[src/rtl/u8dec_pkg.sv]
package u8dec_pkg;

  localparam logic [7:0] ASCII_LIMIT    = 8'h80;
  localparam logic [7:0] LEAD2_MAX      = 8'hDF;
  localparam logic [7:0] LEAD3_MAX      = 8'hEF;
  localparam logic [7:0] LEAD2_MASK     = 8'h1F;
  localparam logic [7:0] LEAD3_MASK     = 8'h0F;
  localparam logic [7:0] CONT_MASK      = 8'h3F;
  localparam logic [7:0] CONT_BASE      = 8'hC0;

  localparam int unsigned CONT_BITS     = 6;
  localparam int unsigned PARTIAL_W     = 12;
  localparam int unsigned UNIT_W        = 16;

  typedef logic [1:0]           pending_t;
  typedef logic [PARTIAL_W-1:0] partial_t;
  typedef logic [UNIT_W-1:0]    unit_t;

  localparam pending_t PEND_NONE = 2'd0;
  localparam pending_t PEND_ONE  = 2'd1;
  localparam pending_t PEND_TWO  = 2'd2;

  typedef struct packed {
    logic [7:0] data_byte;
    logic       end_of_string;
  } in_item_t;

  typedef struct packed {
    unit_t code_unit;
    logic  decode_error;
    logic  last_result;
  } result_t;

  typedef struct packed {
    pending_t bytes_pending;
    logic     skip_until_end;
  } core_status_t;

endpackage

[src/rtl/u8dec_in_if.sv]
interface u8dec_in_if;
  logic       valid;
  logic       ready;
  logic [7:0] data_byte;
  logic       end_of_string;

  modport source (output valid, output data_byte, output end_of_string, input ready);
  modport sink (input valid, input data_byte, input end_of_string, output ready);
endinterface

[src/rtl/u8dec_out_if.sv]
interface u8dec_out_if;
  logic        valid;
  logic        ready;
  logic [15:0] code_unit;
  logic        decode_error;
  logic        last_result;

  modport source (output valid, output code_unit, output decode_error, output last_result,
                  input ready);
  modport sink (input valid, input code_unit, input decode_error, input last_result,
                output ready);
endinterface

[src/rtl/u8dec_in_stage.sv]
module u8dec_in_stage (
  input  logic               clk,
  input  logic               rst_n,
  input  logic               load,
  input  u8dec_pkg::in_item_t item_in,
  input  logic               consume,
  output logic               valid,
  output u8dec_pkg::in_item_t item_out
);

  logic                valid_r;
  logic                valid_nxt;
  u8dec_pkg::in_item_t item_r;

  always_comb begin
    valid_nxt = valid_r;
    if (consume) begin
      valid_nxt = 1'b0;
    end
    if (load) begin
      valid_nxt = 1'b1;
    end
  end

  always_ff @(posedge clk) begin
    if (!rst_n) begin
      valid_r <= 1'b0;
    end else begin
      valid_r <= valid_nxt;
    end
  end

  always_ff @(posedge clk) begin
    if (load) begin
      item_r <= item_in;
    end
  end

  assign valid    = valid_r;
  assign item_out = item_r;

endmodule

[src/rtl/u8dec_core.sv]
module u8dec_core (
  input  logic                    clk,
  input  logic                    rst_n,
  input  logic                    step,
  input  u8dec_pkg::in_item_t     item,
  output logic                    res_valid,
  output u8dec_pkg::result_t      res,
  output u8dec_pkg::core_status_t status
);

  u8dec_pkg::pending_t pending_r, pending_nxt;
  u8dec_pkg::partial_t partial_r, partial_nxt;
  logic                skip_r, skip_nxt;

  logic [7:0]          b;
  logic                eos;
  logic [17:0]         merged;
  u8dec_pkg::pending_t pend_dec;

  assign b        = item.data_byte;
  assign eos      = item.end_of_string;
  assign merged   = {partial_r, b[u8dec_pkg::CONT_BITS-1:0]};
  assign pend_dec = pending_r - u8dec_pkg::PEND_ONE;

  always_comb begin
    pending_nxt = pending_r;
    partial_nxt = partial_r;
    skip_nxt    = skip_r;
    res_valid   = 1'b0;
    res         = '0;

    if (skip_r) begin
      // Bytes after an error are dropped; end of string clears below.
    end else if (pending_r != u8dec_pkg::PEND_NONE) begin
      if (pend_dec == u8dec_pkg::PEND_NONE) begin
        partial_nxt      = '0;
        pending_nxt      = u8dec_pkg::PEND_NONE;
        res_valid        = 1'b1;
        res.code_unit    = merged[u8dec_pkg::UNIT_W-1:0];
        res.last_result  = eos;
      end else if (eos) begin
        res_valid        = 1'b1;
        res.decode_error = 1'b1;
        res.last_result  = 1'b1;
      end else begin
        pending_nxt = pend_dec;
        partial_nxt = merged[u8dec_pkg::PARTIAL_W-1:0];
      end
    end else begin
      priority if (b < u8dec_pkg::ASCII_LIMIT) begin
        res_valid       = 1'b1;
        res.code_unit   = {8'h00, b};
        res.last_result = eos;
      end else if (b >= u8dec_pkg::CONT_BASE && b <= u8dec_pkg::LEAD2_MAX) begin
        // A lead byte that ends the string is a truncated sequence.
        if (eos) begin
          res_valid        = 1'b1;
          res.decode_error = 1'b1;
          res.last_result  = 1'b1;
        end
        pending_nxt = u8dec_pkg::PEND_ONE;
        partial_nxt = {4'h0, b & u8dec_pkg::LEAD2_MASK};
      end else if (b > u8dec_pkg::LEAD2_MAX && b <= u8dec_pkg::LEAD3_MAX) begin
        if (eos) begin
          res_valid        = 1'b1;
          res.decode_error = 1'b1;
          res.last_result  = 1'b1;
        end
        pending_nxt = u8dec_pkg::PEND_TWO;
        partial_nxt = {4'h0, b & u8dec_pkg::LEAD3_MASK};
      end else begin
        // Stray continuation byte or a lead byte of four or more bytes.
        res_valid        = 1'b1;
        res.decode_error = 1'b1;
        res.last_result  = eos;
        skip_nxt         = 1'b1;
      end
    end

    // The last byte of a string always returns to the idle state.
    if (eos) begin
      pending_nxt = u8dec_pkg::PEND_NONE;
      partial_nxt = '0;
      skip_nxt    = 1'b0;
    end
  end

  always_ff @(posedge clk) begin
    if (!rst_n) begin
      pending_r <= u8dec_pkg::PEND_NONE;
      partial_r <= '0;
      skip_r    <= 1'b0;
    end else if (step) begin
      pending_r <= pending_nxt;
      partial_r <= partial_nxt;
      skip_r    <= skip_nxt;
    end
  end

  assign status.bytes_pending  = pending_r;
  assign status.skip_until_end = skip_r;

endmodule

[src/rtl/u8dec_out_stage.sv]
module u8dec_out_stage (
  input  logic               clk,
  input  logic               rst_n,
  input  logic               load,
  input  u8dec_pkg::result_t res_in,
  input  logic               taken,
  output logic               free,
  output logic               valid,
  output u8dec_pkg::result_t res_out
);

  logic               valid_r;
  logic               valid_nxt;
  u8dec_pkg::result_t res_r;

  assign free = !valid_r || taken;

  always_comb begin
    valid_nxt = valid_r;
    if (taken) begin
      valid_nxt = 1'b0;
    end
    if (load) begin
      valid_nxt = 1'b1;
    end
  end

  always_ff @(posedge clk) begin
    if (!rst_n) begin
      valid_r <= 1'b0;
    end else begin
      valid_r <= valid_nxt;
    end
  end

  always_ff @(posedge clk) begin
    if (load) begin
      res_r <= res_in;
    end
  end

  assign valid   = valid_r;
  assign res_out = res_r;

endmodule

[src/rtl/utf8_to_ucs2_decoder_unit.sv]
// UTF-8 to UCS-2 decoder. One byte enters per cycle on in_chan, flagged with
// end_of_string on the last byte of a string; each finished one-, two- or
// three-byte sequence leaves on out_chan as one 16-bit code unit. A byte
// passes through an input register, one level of decode logic and a result
// register. Its result is offered on out_chan once the decode step has
// moved it from the input register into the result register. A byte
// that only extends an open sequence yields nothing. Sustained rate is
// one byte per cycle as long as out_chan is ready; the result register is
// the only point of backpressure. A stray continuation byte, a lead byte of
// 0xF0 or above, or a string that ends mid-sequence gives one result with
// decode_error set and code_unit zero, and after the first two cases the
// rest of the string is dropped. Continuation bytes are not checked.
module utf8_to_ucs2_decoder_unit (
  input  logic        clk,
  input  logic        rst_n,
  u8dec_in_if.sink    in_chan,
  u8dec_out_if.source out_chan
);

  u8dec_pkg::in_item_t     in_item;
  u8dec_pkg::in_item_t     stage_item;
  logic                    stage_valid;
  logic                    step;
  logic                    res_valid;
  u8dec_pkg::result_t      res;
  u8dec_pkg::result_t      out_res;
  logic                    out_free;
  logic                    out_valid;
  u8dec_pkg::core_status_t status;
  logic                    in_accept;

  assign in_item.data_byte     = in_chan.data_byte;
  assign in_item.end_of_string = in_chan.end_of_string;

  // The decode step waits only when it would produce a result with nowhere to go.
  assign step          = stage_valid && (!res_valid || out_free);
  assign in_chan.ready = !stage_valid || step;
  assign in_accept     = in_chan.valid && in_chan.ready;

  u8dec_in_stage u_in_stage (
    .clk      (clk),
    .rst_n    (rst_n),
    .load     (in_accept),
    .item_in  (in_item),
    .consume  (step),
    .valid    (stage_valid),
    .item_out (stage_item)
  );

  u8dec_core u_core (
    .clk       (clk),
    .rst_n     (rst_n),
    .step      (step),
    .item      (stage_item),
    .res_valid (res_valid),
    .res       (res),
    .status    (status)
  );

  u8dec_out_stage u_out_stage (
    .clk     (clk),
    .rst_n   (rst_n),
    .load    (step && res_valid),
    .res_in  (res),
    .taken   (out_valid && out_chan.ready),
    .free    (out_free),
    .valid   (out_valid),
    .res_out (out_res)
  );

  assign out_chan.valid        = out_valid;
  assign out_chan.code_unit    = out_res.code_unit;
  assign out_chan.decode_error = out_res.decode_error;
  assign out_chan.last_result  = out_res.last_result;

  a_error_zero_unit: assert property (@(posedge clk) disable iff (!rst_n)
    out_valid && out_res.decode_error |-> out_res.code_unit == '0)
    else $error("error result carries a nonzero code unit");

  a_eos_clears_state: assert property (@(posedge clk) disable iff (!rst_n)
    step && stage_item.end_of_string |=>
      status.bytes_pending == u8dec_pkg::PEND_NONE && !status.skip_until_end)
    else $error("decoder state not cleared after end of string");

  a_skip_no_pending: assert property (@(posedge clk) disable iff (!rst_n)
    status.skip_until_end |-> status.bytes_pending == u8dec_pkg::PEND_NONE)
    else $error("sequence open while dropping bytes");

  a_stall_holds_result: assert property (@(posedge clk) disable iff (!rst_n)
    stage_valid && !step |-> res_valid && !out_free)
    else $error("decode step stalled without output backpressure");

endmodule

[src/flat_wrapper.sv]
// flat-port wrapper written by rule: the top's interface ports become plain ports
module utf8_to_ucs2_decoder_unit_flat 
  (clk, rst_n, in_chan_valid, in_chan_data_byte, in_chan_end_of_string, in_chan_ready, out_chan_valid, out_chan_code_unit, out_chan_decode_error, out_chan_last_result, out_chan_ready);
  u8dec_in_if in_chan_i ();
  u8dec_out_if out_chan_i ();
  input  logic clk;
  input  logic rst_n;
  input wire logic [$bits(in_chan_i.valid)-1:0] in_chan_valid;
  input wire logic [$bits(in_chan_i.data_byte)-1:0] in_chan_data_byte;
  input wire logic [$bits(in_chan_i.end_of_string)-1:0] in_chan_end_of_string;
  output wire logic [$bits(in_chan_i.ready)-1:0] in_chan_ready;
  output wire logic [$bits(out_chan_i.valid)-1:0] out_chan_valid;
  output wire logic [$bits(out_chan_i.code_unit)-1:0] out_chan_code_unit;
  output wire logic [$bits(out_chan_i.decode_error)-1:0] out_chan_decode_error;
  output wire logic [$bits(out_chan_i.last_result)-1:0] out_chan_last_result;
  input wire logic [$bits(out_chan_i.ready)-1:0] out_chan_ready;
  assign in_chan_i.valid = in_chan_valid;
  assign in_chan_i.data_byte = in_chan_data_byte;
  assign in_chan_i.end_of_string = in_chan_end_of_string;
  assign in_chan_ready = in_chan_i.ready;
  assign out_chan_valid = out_chan_i.valid;
  assign out_chan_code_unit = out_chan_i.code_unit;
  assign out_chan_decode_error = out_chan_i.decode_error;
  assign out_chan_last_result = out_chan_i.last_result;
  assign out_chan_i.ready = out_chan_ready;
  utf8_to_ucs2_decoder_unit u_core (.clk(clk), .rst_n(rst_n), .in_chan(in_chan_i), .out_chan(out_chan_i));
endmodule
[config.mk]
export PLATFORM = sky130hd
export DESIGN_NAME = utf8_to_ucs2_decoder_unit_flat
export DESIGN_NICKNAME = d
export VERILOG_FILES = /design/src/rtl/u8dec_pkg.sv /design/src/rtl/u8dec_in_if.sv /design/src/rtl/u8dec_out_if.sv /design/src/rtl/u8dec_in_stage.sv /design/src/rtl/u8dec_core.sv /design/src/rtl/u8dec_out_stage.sv /design/src/rtl/utf8_to_ucs2_decoder_unit.sv /design/src/flat_wrapper.sv
export SDC_FILE = /design/constraint.sdc
export NUM_CORES = 1
export LEC_CHECK = 0
export BUFFER_PORTS_ARGS = -buffer_cell sky130_fd_sc_hd__clkbuf_2
export CAP_MARGIN = 10
export CORE_ASPECT_RATIO = 0.8
export CORE_UTILIZATION = 50
export CTS_CLUSTER_DIAMETER = 50
export DETAILED_ROUTE_END_ITERATION = 12
export PLACE_DENSITY = 0.73
export SETUP_SLACK_MARGIN = 0.3
export SYNTH_ARGS = -nofsm -noshare
export SYNTH_HDL_FRONTEND = slang
export SYNTH_SLANG_ARGS = --single-unit
export TNS_END_PERCENT = 50
[constraint.sdc]
create_clock -name clk -period 2.9 [get_ports clk]
set_clock_uncertainty 0.15 [all_clocks]
set_input_delay 0.29 -clock clk [delete_from_list [all_inputs] [get_ports clk]]
set_output_delay 0.29 -clock clk [all_outputs]
set_load 0.03 [all_outputs]
Word level (Yosys, flattened, before mapping)
Index checks and enable logic that the tools add are counted.
Storage, ports and cells
  output and inout port bits: 20
  logic and storage cells: 77
  input bits: 13
  register bits: 42
Cells by class
  $lt $le $gt $ge: 5
  reduce and logical (&&, ||, !) cells: 18
  equal/unequal tests: 2
  add/subtract/negate cells: 1
  mux-type cells: 41
Operators with widths (number)
  10-bit two-way mux: 7
  1-bit two-way mux: 21
  2-bit two-way mux: 10
  18-bit two-way mux: 1
  8-bit <= comparator (second input constant): 2
  16-bit two-way mux: 1
  8-bit >= comparator (second input constant): 1
  8-bit > comparator (second input constant): 1
  8-bit less-than comparator (second input constant): 1
  8-bit two-way mux: 1
  1-bit logical AND: 6
  2-bit nonzero test: 3
  4-bit AND reduction: 1
  4-bit nonzero test: 1
  1-bit logical NOT: 3
  1-bit logical OR: 3
  3-bit by 2-bit inequality test with 1-bit output (second input constant): 1
  2-bit logical NOT: 1
  2-bit by 1-bit inequality test with 1-bit output (second input constant): 1
  2-bit by 1-bit subtractor with 2-bit output (second input constant): 1

Longest topological paths before layout
  depth in word-level cells: 13
  gate-level depth with buffers: 7
  mapped depth without buffers: 5

Hierarchy
A second synthesis with hierarchy kept.
Unflattened totals
  cells, all modules: 146
  area, all modules: 1803.0 um^2
By module, submodules not included
  u8dec_core: instances 1, area an instance 849.6 um^2, cells each 106
  u8dec_out_stage: instances 1, area an instance 589.3 um^2, cells each 22
  u8dec_in_stage: instances 1, area an instance 311.5 um^2, cells each 12
  utf8_to_ucs2_decoder_unit: instances 1, area an instance 52.6 um^2, cells each 6

Least setup slack after synthesis
Ideal clock, no wire load.
  path type: register to register
  start point: register u_core.u_in_stage.item_r (netlist bit u_core.u_in_stage.item_out[8])
  end point: register u_core.u_out_stage.res_r (netlist bit u_core.u_out_stage.res_out[0]) (enable)
  path buffers: 0
  setup slack: 0.630 ns
  cell stages (with the launch flop): 5
  clock period less this slack: 2.270 ns
  arrival: 1.725 ns
  required time: 2.355 ns
  cell sequence: edfxtp_1 -> nor2b_1 -> a31oi_1 -> o21ai_0 -> nor2b_1
Between the ends
  cells in the longest elaborated chain, start to end: 11
  elaborated cells on any way between the ends: 16
Ends and longest elaborated chain
  start: declaration: RTL line u8dec_in_stage.sv:13  | u8dec_pkg::in_item_t item_r;
  start signal: assignment: RTL line u8dec_in_stage.sv:35  | item_r <= item_in;
  8-bit > comparator / 8-bit <= comparator (equally long branches): RTL line u8dec_core.sv:63  | end else if (b > u8dec_pkg::LEAD2_MAX && b <= u8dec_pkg::LEAD3_MAX) begin
  1-bit logical AND: RTL line u8dec_core.sv:63
  1-bit two-way mux: RTL line u8dec_core.sv:63
  1-bit two-way mux: RTL line u8dec_core.sv:54  | end else if (b >= u8dec_pkg::CONT_BASE && b <= u8dec_pkg::LEAD2_MAX) begin
  1-bit two-way mux *: RTL line u8dec_core.sv:50  | priority if (b < u8dec_pkg::ASCII_LIMIT) begin
  1-bit two-way mux *: RTL line u8dec_core.sv:34  | end else if (pending_r != u8dec_pkg::PEND_NONE) begin
  1-bit two-way mux *: RTL line u8dec_core.sv:32  | if (skip_r) begin
  1-bit logical NOT: RTL line utf8_to_ucs2_decoder_unit.sv:36  | assign step = stage_valid && (!res_valid || out_free);
  1-bit logical OR: RTL line utf8_to_ucs2_decoder_unit.sv:36
  1-bit logical AND: RTL line utf8_to_ucs2_decoder_unit.sv:36
  1-bit logical AND *: RTL line utf8_to_ucs2_decoder_unit.sv:63  | .load (step && res_valid),
  net u_core.u_out_stage.load: RTL line u8dec_out_stage.sv:4  | input logic load,
  end signal: assignment: RTL line u8dec_out_stage.sv:38  | res_r <= res_in;
  end: declaration: RTL line u8dec_out_stage.sv:14  | u8dec_pkg::result_t res_r;
The timed path passes the listed nets; every way through them passes the cells marked *.
A chain may end at the register's enable or synchronous reset.

Final worst setup path
  start point: register u_core.u_in_stage.item_r (netlist bit u_core.u_in_stage.item_out[8])
  end point: register u_core.u_in_stage.item_r (netlist bit u_core.u_in_stage.item_out[4]) (enable)
Between the ends
  cells in the longest elaborated chain, start to end: 12
  elaborated cells on any way between the ends: 17
Ends and longest elaborated chain
  8-bit > comparator / 8-bit <= comparator (equally long branches): RTL line u8dec_core.sv:63
  1-bit logical AND: RTL line u8dec_core.sv:63
  1-bit two-way mux: RTL line u8dec_core.sv:63
  1-bit two-way mux: RTL line u8dec_core.sv:54
  1-bit two-way mux *: RTL line u8dec_core.sv:50
  1-bit two-way mux *: RTL line u8dec_core.sv:34
  1-bit two-way mux *: RTL line u8dec_core.sv:32
  1-bit logical NOT *: RTL line utf8_to_ucs2_decoder_unit.sv:36
  1-bit logical OR *: RTL line utf8_to_ucs2_decoder_unit.sv:36
  1-bit logical AND *: RTL line utf8_to_ucs2_decoder_unit.sv:36
  1-bit logical OR *: RTL line utf8_to_ucs2_decoder_unit.sv:37  | assign in_chan.ready = !stage_valid || step;
  1-bit logical AND *: RTL line utf8_to_ucs2_decoder_unit.sv:38  | assign in_accept = in_chan.valid && in_chan.ready;
  net u_core.in_accept: RTL line utf8_to_ucs2_decoder_unit.sv:30  | logic in_accept;
Marks and branches as above.

==> flow_summary.yaml <==
route:
  via_per_inst: 5.146
  final_antenna_net_count: 0
  drt_iter0_drc: 74
  wl_mm: 3.016
  drcViolationCount: 0
  first_pass_iters: 4
  wl_per_cell_um: 13.77
  vias: 1127
synth:
  synth-seq-area-share_pct: 65.63
  syn_inst: 141
  synth_seq_cells: 42
  syn-cell-area_sq_um: 1693
  yosys.cell_types.count: 30
  yosys-top-cells-area: "edfxtp_1 (48%), dfxtp_1 (18%), mux2i_1 (5.9%)"
  syn_avg_cell_area_sq_um: 12.01
  synth_top_cell_by_area: "edfxtp_1"
  syn_nets: 154
  synth_top_cell_area_share_pct: 47.89
  yosys_warnings: 0
power_and_ir_drop:
  leakage_nw: 0.7562
  p_clk_share_pct: 36.9
  cellInternalPower_w: 0.0009547
  power_frac_seq_pct: 54.8
  total_power_w: 0.001236
  p_switching_w: 0.0002813
  vdd_drop_max_v: 0.0003997
  pwr-share-comb_pct: 8.3
  p_sw_share_pct: 22.76
  power-per-cell-area_nw_per_um2: 614.4
setup_path:
  r2r-start: "u_core.u_in_stage.item_out[8]"
  crit_fanout: 9
  r2r-end: "u_core.u_in_stage.item_out[4]"
  worstPathRequired_ns: 2.68
  critPathArrivalTime_ns: 2.07
  setup.worst_path.start_class: "flip-flop"
  end_kind: "flip-flop"
  reg2reg_depth: 5
  reg2reg_slack_ns: 0.61
  worst-setup-path-type: "flip-flop to flip-flop"
clock_tree:
  cts.repair.resized: 0
  numCtsBuffers: 5
  clkLatencyLatePin_ns: 0.30
  cts_tree: "built"
  cts_root_buf: "clkbuf_8"
  cts_setup_buffers: 0
  cts.path.max_buffers: 2
  hold_buffers: 0
  clock_sinks: 42
  clkTransAtPathRegs_ns: 0.07
  htreeDepth: 2
die:
  die_h_um: 54.05
  ios: 33
  core_sq_um: 3153
  initial_utilization_pct: 53.69
  fp.dieW_um: 67.06
  die-area_sq_um: 3624
  row_count: 18
sta:
  period_share_pct: 79.06
  hold_viol: 0
  fmax_mhz: 436.1
  final_max_slew_viol_count: 0
  min_period_ns: 2.293
  maxSlewHeadroom_pct: 41.14
  setup_viol: 0
  worst_pin_slew_ns: 0.8810
  fin_tns_setup_ns: 0
  timing.hold.ws_ns: 0.01750
  worst_slack_ns: 0.6072
  grt_setup_unrepaired: "no"
grt:
  grt_pass1_vias: 1009
  overflow: 0
  grt_first_pass_wirelength_mm: 4.609
  antenna_found_initial: 0
  grtUsageTotal_pct: 18.67
  grt_start_max_net_pins: 19
min_path:
  hold_end: "u_core.u_in_stage.item_out[1]"
  hp-class: "input pin to flip-flop"
  hold_path_depth: 1
  hp-start: "in_chan_data_byte[0]"
cells_and_area:
  drive_gt1_share_pct: 22.91
  finalInstanceArea_sq_um: 2012
  fill_cells: 251
  layout.nets: 191
  area_growth_pct: 18.85
  diodes: 0
placement:
  globalplace.congestion: 0.9222
  dpl-instance-area_sq_um: 1872
  hpwl_mm: 2.105
  pre_cts_ws_ns: 0.6365
  port_buffers: 32
outcome:
  status: "finished clean"
job:
  maxCapViolCount: 0
==> stage by stage <==
stage | utilization [%] | cells
6_report | 63.81 | 219
5_1_grt | 63.81 | 219
4_1_cts | 62.86 | 216
3_5_place_dp | 59.37 | 208
3_3_place_gp | 59.37 | 208
2_1_floorplan | - | 141
==> cell families after synthesis <==
group	synth area share (%)
DFF	65.63
muxes	5.913
buffers and inverters	2.956
and+or+nand+nor	18.99
AOI/OAI and AO/OA	6.504
==> state kept, by name, summed over array words and instances, names as in the netlist <==
register / flops
u_core.u_in_stage.item_out: 9
u_core.u_in_stage.valid: 1
u_core.u_core.pending_r: 2
u_core.u_core.skip_r: 1
u_core.u_out_stage.valid: 1
u_core.u_core.partial_r: 10
u_core.u_out_stage.res_out: 18
==> worst max-delay path, stage by stage, from the launching register on <==
cell	delay, ns
edfxtp_1	0.42
nor2b_1	0.25
a31oi_1	0.11
o21ai_0	0.30
nor2_1	0.12
nor2b_1	0.57
==> routing by layer <==
| metal | up-vias | global-route usage, % | part of all wire (%) |
|---|---|---|---|
| met1 | 502 | 22.54 | 44 |
| met2 | 55 | 29.33 | 48 |
| li1 | 566 | - | - |
| met4 | 0 | 12.77 | 1.2 |
| met5 | - | 0 | 0 |
| met3 | 4 | 5.085 | 6.8 |
==> worst max path at each step <==
stage | from | endpoint | slack, ns
2_1_floorplan | u_core.u_in_stage.item_out[8] | u_core.u_out_stage.res_out[0] | 0.63
3_3_place_gp | u_core.u_in_stage.item_out[8] | u_core.u_in_stage.item_out[3] | 0.74
3_5_place_dp | u_core.u_in_stage.item_out[8] | u_core.u_in_stage.item_out[4] | 0.64
4_1_cts | u_core.u_in_stage.item_out[8] | u_core.u_in_stage.item_out[4] | 0.62
5_1_grt | u_core.u_in_stage.item_out[8] | u_core.u_in_stage.item_out[3] | 0.43
6_report | u_core.u_in_stage.item_out[8] | u_core.u_in_stage.item_out[4] | 0.61
==> placed cells by master (no fill, tap or decap), drive strengths merged <==
master        n
clkbuf       38
edfxtp       27
nand2        23
and2         15
dfxtp        15
mux2i        10
nor2          9
nor2b         5
inv           3
nand3         3
o21a          3
a21oi         3
nor3          3
dlygate4sd3   3
nand2b        2
a31oi         2
o21ai         2
and3b         1
nor4          1
a311oi        1
or3b          1
o41a          1
o22ai         1
o32ai         1
a211oi        1
nor3b         1
a22oi         1
clkinvlp      1
bufinv        1
buf           1
==> final cells by class <==
type	instances	area [sq um]	share of cell area, %
sequential	42	1111	55.22
multi-input combinational	90	531.8	26.43
timing repair buffer	36	197.7	9.826
clock buffer	6	72.57	3.607
tap	40	50.05	2.488
clock inverter	2	37.54	1.866
inverter	3	11.26	0.5597
==> synthesized netlist by cell type <==
| cell | count |
|---|---|
| o22ai_1 | 1 |
| nor2_1 | 8 |
| o41a_1 | 1 |
| dfxtp_1 | 15 |
| nor4_1 | 1 |
| nand2_1 | 23 |
| nor2b_1 | 5 |
| a22oi_1 | 1 |
| nand3_1 | 3 |
| nor2_2 | 1 |
| and3b_1 | 1 |
| mux2i_1 | 10 |
| a311oi_1 | 1 |
| nand2b_1 | 2 |
| and2_1 | 15 |
| clkbuf_1 | 2 |
| buf_6 | 1 |
| buf_4 | 2 |
| a21oi_1 | 3 |
| or3b_1 | 1 |
| inv_1 | 3 |
| o32ai_1 | 1 |
| o21ai_0 | 2 |
| edfxtp_1 | 27 |
| nor3_1 | 3 |
| o21a_1 | 3 |
| a31oi_1 | 2 |
| nor3b_1 | 1 |
| a211oi_1 | 1 |
| buf_2 | 1 |
==> power groups by stage <==
stage,logic (W),clock network [W],registers (W)
2_1_floorplan,0.0000476,0,0.000710
3_3_place_gp,0.0000966,0,0.000689
3_5_place_dp,0.0000991,0,0.000691
4_1_cts,0.0000994,0.000465,0.000677
5_1_grt,0.000111,0.000486,0.000680
6_report,0.000102,0.000457,0.000677
(Power assumes the default switching activity.)
